===== src/sv/atc_pkg.sv =====
// ----------------------------------------------------------------------------
// atc_pkg
// Types, widths and nearness helpers shared by the affine classifier blocks.
// ----------------------------------------------------------------------------
`default_nettype none

package atc_pkg;

    // Field widths fixed by the item format
    localparam int COEF_W = 32;
    localparam int TOL_W  = 31;
    localparam int DET_W  = 64;
    localparam int DIFF_W = COEF_W + 2;

    // One input item: six coefficients
    typedef struct packed {
        logic signed [COEF_W-1:0] x_axis_x;
        logic signed [COEF_W-1:0] x_axis_y;
        logic signed [COEF_W-1:0] y_axis_x;
        logic signed [COEF_W-1:0] y_axis_y;
        logic signed [COEF_W-1:0] shift_x;
        logic signed [COEF_W-1:0] shift_y;
    } t_coef;

    // Coefficient-format nearness tests, worked out in the product stage
    typedef struct packed {
        logic n0one;     // c0 near 1.0
        logic n3one;     // c3 near 1.0
        logic n1z;       // c1 near 0
        logic n2z;       // c2 near 0
        logic n4z;       // c4 near 0
        logic n5z;       // c5 near 0
        logic abs_eq;    // |c0| near |c3|
        logic n03;       // c0 near c3
        logic n1m2;      // c1 near -c2
        logic n0m3;      // c0 near -c3
        logic n12;       // c1 near c2
    } t_coef_flags;

    // Exact products, Q32.32
    typedef struct packed {
        logic signed [DET_W-1:0] p03;
        logic signed [DET_W-1:0] p12;
        logic signed [DET_W-1:0] p00;
        logic signed [DET_W-1:0] p11;
    } t_prod;

    // One result item
    typedef struct packed {
        logic signed [DET_W-1:0] determinant;
        logic                    is_identity;
        logic [1:0]              translation_flags;
        logic [3:0]              scale_flags;
        logic [2:0]              rotation_flags;
        logic [3:0]              shear_flags;
        logic [2:0]              preserve_flags;
        logic                    is_zoom;
        logic                    is_singular;
        logic                    flips;
    } t_result;

    // Sign-extend a coefficient to the difference width
    function automatic logic signed [DIFF_W-1:0] ext_c(input logic signed [COEF_W-1:0] c);
        return {{(DIFF_W-COEF_W){c[COEF_W-1]}}, c};
    endfunction

    // |a - b| <= tol in coefficient format
    function automatic logic near_c(input logic signed [DIFF_W-1:0] a,
                                    input logic signed [DIFF_W-1:0] b,
                                    input logic [TOL_W-1:0]         tol);
        logic signed [DIFF_W-1:0] d;
        logic        [DIFF_W-1:0] m;
        d = a - b;
        m = d[DIFF_W-1] ? DIFF_W'(-d) : DIFF_W'(d);
        return m <= {{(DIFF_W-TOL_W){1'b0}}, tol};
    endfunction

    // |u - w| <= tol on unsigned product-format magnitudes
    function automatic logic near_u(input logic [DET_W-1:0] u,
                                    input logic [DET_W-1:0] w,
                                    input logic [DET_W-1:0] tol);
        logic [DET_W-1:0] d;
        d = (u >= w) ? (u - w) : (w - u);
        return d <= tol;
    endfunction

endpackage

`default_nettype wire


===== src/sv/atc_decide_stage.sv =====
// ----------------------------------------------------------------------------
// atc_decide_stage
// Determinant, product-format tests and flag assembly into the result register.
// ----------------------------------------------------------------------------
`default_nettype none

module atc_decide_stage #(
    parameter int FRAC_BITS = 16
) (
    input  wire                          i_clk,
    input  wire                          i_rst_n,
    input  wire                          i_valid,
    output logic                         o_ready,
    input  atc_pkg::t_prod               i_prod,
    input  atc_pkg::t_coef_flags         i_flags,
    input  wire [atc_pkg::TOL_W-1:0]     i_tol,
    output logic                         o_valid,
    input  wire                          i_ready,
    output atc_pkg::t_result             o_result
);
    import atc_pkg::*;

    localparam logic [DET_W-1:0] ONE2 = DET_W'(1) << (2 * FRAC_BITS);

    logic                    r_valid;
    t_result                 r_result;
    t_result                 n_result;
    logic signed [DET_W:0]   det_x;
    logic signed [DET_W-1:0] det;
    logic [DET_W-1:0]        adet, sq, tol2;
    logic singular, unit_len, no_shift, off_zero, rot_form, refl_form;
    logic transl, scale, uscale, rot_any, rot, hsh, vsh;

    assign o_ready = !r_valid || i_ready;

    // Wide arithmetic and predicates
    always_comb begin
        det_x = {i_prod.p03[DET_W-1], i_prod.p03} - {i_prod.p12[DET_W-1], i_prod.p12};
        det   = det_x[DET_W-1:0];
        adet  = det[DET_W-1] ? (DET_W'(0) - DET_W'(det)) : DET_W'(det);
        sq    = DET_W'(i_prod.p00) + DET_W'(i_prod.p11);
        tol2  = {{(DET_W-TOL_W){1'b0}}, i_tol} << FRAC_BITS;

        singular  = adet <= tol2;
        unit_len  = near_u(sq, ONE2, tol2);
        no_shift  = i_flags.n4z && i_flags.n5z;
        off_zero  = i_flags.n1z && i_flags.n2z;
        rot_form  = i_flags.n03 && i_flags.n1m2;
        refl_form = i_flags.n0m3 && i_flags.n12;

        transl  = i_flags.n0one && off_zero && i_flags.n3one;
        scale   = !singular && off_zero && no_shift;
        uscale  = scale && i_flags.abs_eq;
        rot_any = rot_form && unit_len;
        rot     = rot_any && no_shift;
        hsh     = i_flags.n0one && i_flags.n1z && i_flags.n3one && no_shift;
        vsh     = i_flags.n0one && i_flags.n2z && i_flags.n3one && no_shift;

        n_result.determinant       = det;
        n_result.is_identity       = transl && no_shift;
        n_result.translation_flags = {transl && !no_shift, transl};
        n_result.scale_flags       = {uscale && !(i_flags.n0one && i_flags.n3one), uscale,
                                      scale && (!i_flags.n0one || !i_flags.n3one), scale};
        n_result.rotation_flags    = {rot_any && !i_flags.n0one, rot && !i_flags.n0one, rot};
        n_result.shear_flags       = {vsh && !i_flags.n1z, vsh, hsh && !i_flags.n2z, hsh};
        n_result.preserve_flags    = {(rot_form || refl_form) && unit_len,
                                      !singular && (rot_form || refl_form),
                                      near_u(adet, ONE2, tol2)};
        n_result.is_zoom           = !singular && i_flags.n03 && off_zero;
        n_result.is_singular       = singular;
        n_result.flips             = det[DET_W-1];
    end

    // Result valid
    always_ff @(posedge i_clk) begin
        if (!i_rst_n) begin
            r_valid <= 1'b0;
        end else if (o_ready) begin
            r_valid <= i_valid;
        end
    end

    // Result payload
    always_ff @(posedge i_clk) begin
        if (o_ready && i_valid) begin
            r_result <= n_result;
        end
    end

    assign o_valid  = r_valid;
    assign o_result = r_result;

    // Identity is a special translation
    a_ident_transl: assert property (@(posedge i_clk) disable iff (!i_rst_n)
        r_valid && r_result.is_identity |-> r_result.translation_flags[0])
        else $error("identity without translation flag");

    // Singular matrices are never scales, zooms or angle-preserving
    a_singular: assert property (@(posedge i_clk) disable iff (!i_rst_n)
        r_valid && r_result.is_singular |->
            (r_result.scale_flags == 4'd0) && !r_result.is_zoom &&
            !r_result.preserve_flags[1])
        else $error("singular matrix with scale, zoom or angle flag");

    // Nonzero variants imply the base predicate
    a_nonzero: assert property (@(posedge i_clk) disable iff (!i_rst_n)
        r_valid |-> (!r_result.rotation_flags[1] || r_result.rotation_flags[0]) &&
                    (!r_result.shear_flags[1] || r_result.shear_flags[0]) &&
                    (!r_result.shear_flags[3] || r_result.shear_flags[2]) &&
                    (!r_result.scale_flags[3] || r_result.scale_flags[2]))
        else $error("nonzero flag without its base flag");

    // A stalled result holds
    a_hold: assert property (@(posedge i_clk) disable iff (!i_rst_n)
        r_valid && !i_ready |=> r_valid && $stable(r_result))
        else $error("result changed while stalled");

endmodule

`default_nettype wire


===== config.mk =====
export PLATFORM = sky130hd
export DESIGN_NAME = atc_decide_stage
export DESIGN_NICKNAME = d
export VERILOG_FILES = /design/src/sv/atc_pkg.sv /design/src/sv/atc_decide_stage.sv
export SDC_FILE = /design/constraint.sdc
export NUM_CORES = 1
export LEC_CHECK = 0
export BUFFER_PORTS_ARGS = -buffer_cell sky130_fd_sc_hd__buf_2
export CAP_MARGIN = 0
export CORE_ASPECT_RATIO = 0.75
export CORE_MARGIN = 2
export CORE_UTILIZATION = 50
export DETAILED_ROUTE_END_ITERATION = 10
export MAX_ROUTING_LAYER = met4
export PLACE_DENSITY = 0.76
export SYNTH_ARGS = -nofsm -noshare
export SYNTH_HDL_FRONTEND = slang
export SYNTH_SLANG_ARGS = --single-unit

===== constraint.sdc =====
create_clock -name i_clk -period 24.3 [get_ports i_clk]
set_input_delay 3.645 -clock i_clk [delete_from_list [all_inputs] [get_ports i_clk]]
set_output_delay 3.645 -clock i_clk [all_outputs]
set_load 0.02 [all_outputs]

==> summary.txt <==
Outcome
  • Status: completed

Worst hold path
  • Hold Crit Class: register to register

Worst setup path
  • Worst EP arrival: 13280 ps
  • CP max stage cell: nor3_1
  • Reg2Reg Setup Slack: 22300 ps
  • Worst setup SP type: input port
  • Worst EP required: 24420 ps
  • Max FO, Critical Path: 64
  • Worst Setup End Kind: register
  • Largest stage delay, worst path: 750 ps
  • CP dominant cell by count: nand4_1
  • Worst setup path class: input port to register

Logic synthesis
  • Syn Area/Cell: 7.18 um2
  • FF+latch count, synth: 84
  • Top_reg_cell synth: edfxtp_1
  • Syn_nets: 3394
  • Top cell type's share of synthesized area: 13.8%
  • Sequential area share after synthesis: 12.2%
  • Synth async-reset ratio: 0%
  • EDFF count, synth: 83
  • Post-synth cell types: 106
  • Post-synth top area cell: ha_1
  • Cell Area, Synth: 20600 um2
  • Synth warn: 0
  • Top area cells in the synthesized netlist: ha_1, edfxtp_1, a21oi_1
  • Syn Inst Count: 2864

Placed design
  • Dpl cells: 3679
  • Post-DP HPWL: 69100 um
  • Placed Area: 22800 um2
  • Placer Congestion: 1.04
  • PortBufs: 387

Power
  • Switching Share: 51.5%
  • Sequential power share: 16.4%
  • Gate power share: 70.6%
  • Pwr/cell area: 49.7 nW/um2
  • Leak Pwr: 9.95 nW
  • Switch Pwr: 0.000593 W
  • Int Power: 0.000559 W
  • Max IR drop VDD: 0.0416 mV
  • Clock Power Share: 13.0%

Clocking
  • H-tree levels: 3
  • Worst-path clk slew: 70 ps
  • CTS tree: done
  • Hold buffers post-CTS: 0
  • Worst-Skew Late Latency: 370 ps
  • CTS buffer count: 9
  • Root Driver: clkbuf_16
  • CTS Sinks: 84
  • Bufs on Longest Clock Path: 2
  • Post-CTS Setup Bufs: 0
  • Resized cells post-CTS: 0

Drt
  • Final ANT Viol Nets: 0
  • DRT iter0 DRCs: 3139
  • Total Routed Length: 82300 um
  • 1st-pass router iterations: 7
  • Via density: 6.62
  • DR WL/cell: 22.3 um
  • Routed via count: 24500
  • # DRC: 0

Job
  • Max-Cap Viols: 0

Floorplanning
  • # IOs: 388
  • Core area: 40700 um2
  • Die width: 238 um
  • Die Height: 180 um
  • DIE AREA: 42800 um2
  • Starting Density: 50.5%
  • Site Rows: 64

Finish
  • Layout cells sized above 1: 16.1%
  • Final Non-Filler Cells: 3698
  • Final #Nets: 3692
  • P&R area growth vs syn: 12.6%
  • Post-route cell area: 23100 um2
  • Util after Layout: 56.9%

Timing
  • RSZ-0062 raised after global routing: false
  • Rel. slew slack: 17.2%
  • Post-route worst hold slack: 555 ps
  • Tcrit/Tclk final: 54.2%
  • # setup viols final: 0
  • Final Slew Violations: 0
  • Least-Margin Pin Slew: 1240 ps
  • Final hold vios: 0
  • Clock Skew: 10.8 ps
  • Setup TNS: 0 ps
  • Fmax: 0.0760 GHz
  • Tmin final: 13160 ps

GRT
  • Vias in the first global route: 21400
  • GR Overflow Total: 0
  • Total GRT Usage: 37.7%
  • Largest net degree at the start of global routing: 65
  • First-pass GRT wire length: 124000 um
  • Initial antenna violation count: 2
## cells in the final DEF, fill, tap and decap left out, types with 34 or more instances in the layout
| cell type | count |
|---|---|
| buf_2 | 387 |
| nand2_1 | 244 |
| a21oi_1 | 241 |
| ha_1 | 226 |
| nor2_1 | 211 |
| o21ai_0 | 194 |
| inv_1 | 183 |
| xnor2_1 | 135 |
| nand4_1 | 100 |
| nor3_1 | 94 |
| a21o_1 | 90 |
| edfxtp_1 | 83 |
| nand3_1 | 68 |
| and2_1 | 55 |
| xor2_1 | 51 |
| or3_1 | 51 |
| nor4_1 | 44 |
| nand2b_1 | 40 |
| nor2b_1 | 34 |
## cell type report
cell class | instances | area [um2]
repair buffers | 409 | 2100
clock buffers | 9 | 225
fillers | 3948 | 17500
flip-flops and latches | 84 | 2510
well taps | 528 | 661
inverters | 184 | 691
clock inverters | 7 | 80.1
diodes | 3 | 7.51
multi-input cells | 2474 | 16900
## cells in the mapped netlist, types with 56 or more instances
| cell type | instances |
|---|---|
| clkbuf_1 | 103 |
| inv_1 | 184 |
| o21ai_0 | 194 |
| a21oi_1 | 241 |
| nand4_1 | 100 |
| nor3_1 | 94 |
| nor2_1 | 211 |
| a21o_1 | 90 |
| xnor2_1 | 135 |
| ha_1 | 226 |
| nand3_1 | 68 |
| edfxtp_1 | 83 |
| nand2_1 | 244 |
| and2_1 | 56 |
## worst max-delay path, delay by kind of cell
family	cells	cell delay, ps
AOI/OAI and AO/OA	11	3080
buffers and inverters	5	1360
xor gates and xnor gates	1	170
adders and majority gates	2	530
and+or+nand+nor	11	4380
## per-stage QoR
step / power, W / setup WS, ps
after floorplan: 0.000749 / 12620
after global placement: 0.000960 / 11560
after detailed placement: 0.000973 / 11250
after CTS: 0.00113 / 11610
after global routing: 0.00123 / 10710
final: 0.00115 / 11140
## power groups by stage
stage          sequential, W  combinational, W  clock [W]
4_1_cts             0.000189          0.000788   0.000151
3_3_place_gp        0.000192          0.000768          0
6_report            0.000189          0.000813   0.000149
3_5_place_dp        0.000192          0.000782          0
5_1_grt             0.000190          0.000882   0.000156
2_1_floorplan       0.000209          0.000540          0
## registers in the layout (all words and copies together), names as in the netlist
| name | cells |
|---|---|
| o_valid | 1 |
| o_result | 83 |
## path summary, 6_finish.rpt
| path | from | to | cells past startpoint |
|---|---|---|---|
| worst min register to register | o_valid$_SDFFE_PN0N_ | o_valid$_SDFFE_PN0N_ | 2 |
| worst max-delay path | i_prod[129] | o_result[3]$_DFFE_PP_ | 30 |
| worst min-delay path | o_valid$_SDFFE_PN0N_ | o_valid$_SDFFE_PN0N_ | 2 |
| worst max register to register | o_valid$_SDFFE_PN0N_ | o_result[77]$_DFFE_PP_ | 3 |
## layer usage
metal / wire length [um] / vias to the layer above / GRT usage [%]
met3: 9670 / 110 / 8.68
met2: 32800 / 1365 / 51.4
met4: 1230 / 0 / 5.50
met5: 0 / - / -
met1: 38600 / 11600 / 56.8
li1: - / 11400 / -
## cell families (layout without fill, tap and decap cells)
family | Yosys count | count (layout) | synth area share [%]
AND/OR/NAND/NOR | 1113 | 1113 | 28.7
flip-flops | 84 | 84 | 12.2
multiplexers | 16 | 16 | 0.822
AO/OA/AOI/OAI | 931 | 931 | 30.7
buffers and inverters | 306 | 609 | 5.73
XOR/XNOR | 186 | 186 | 7.92
other | 0 | 3 | 0
adder cells (fa/ha/maj) | 228 | 228 | 14.0
Power figures use the tool's default switching activity.
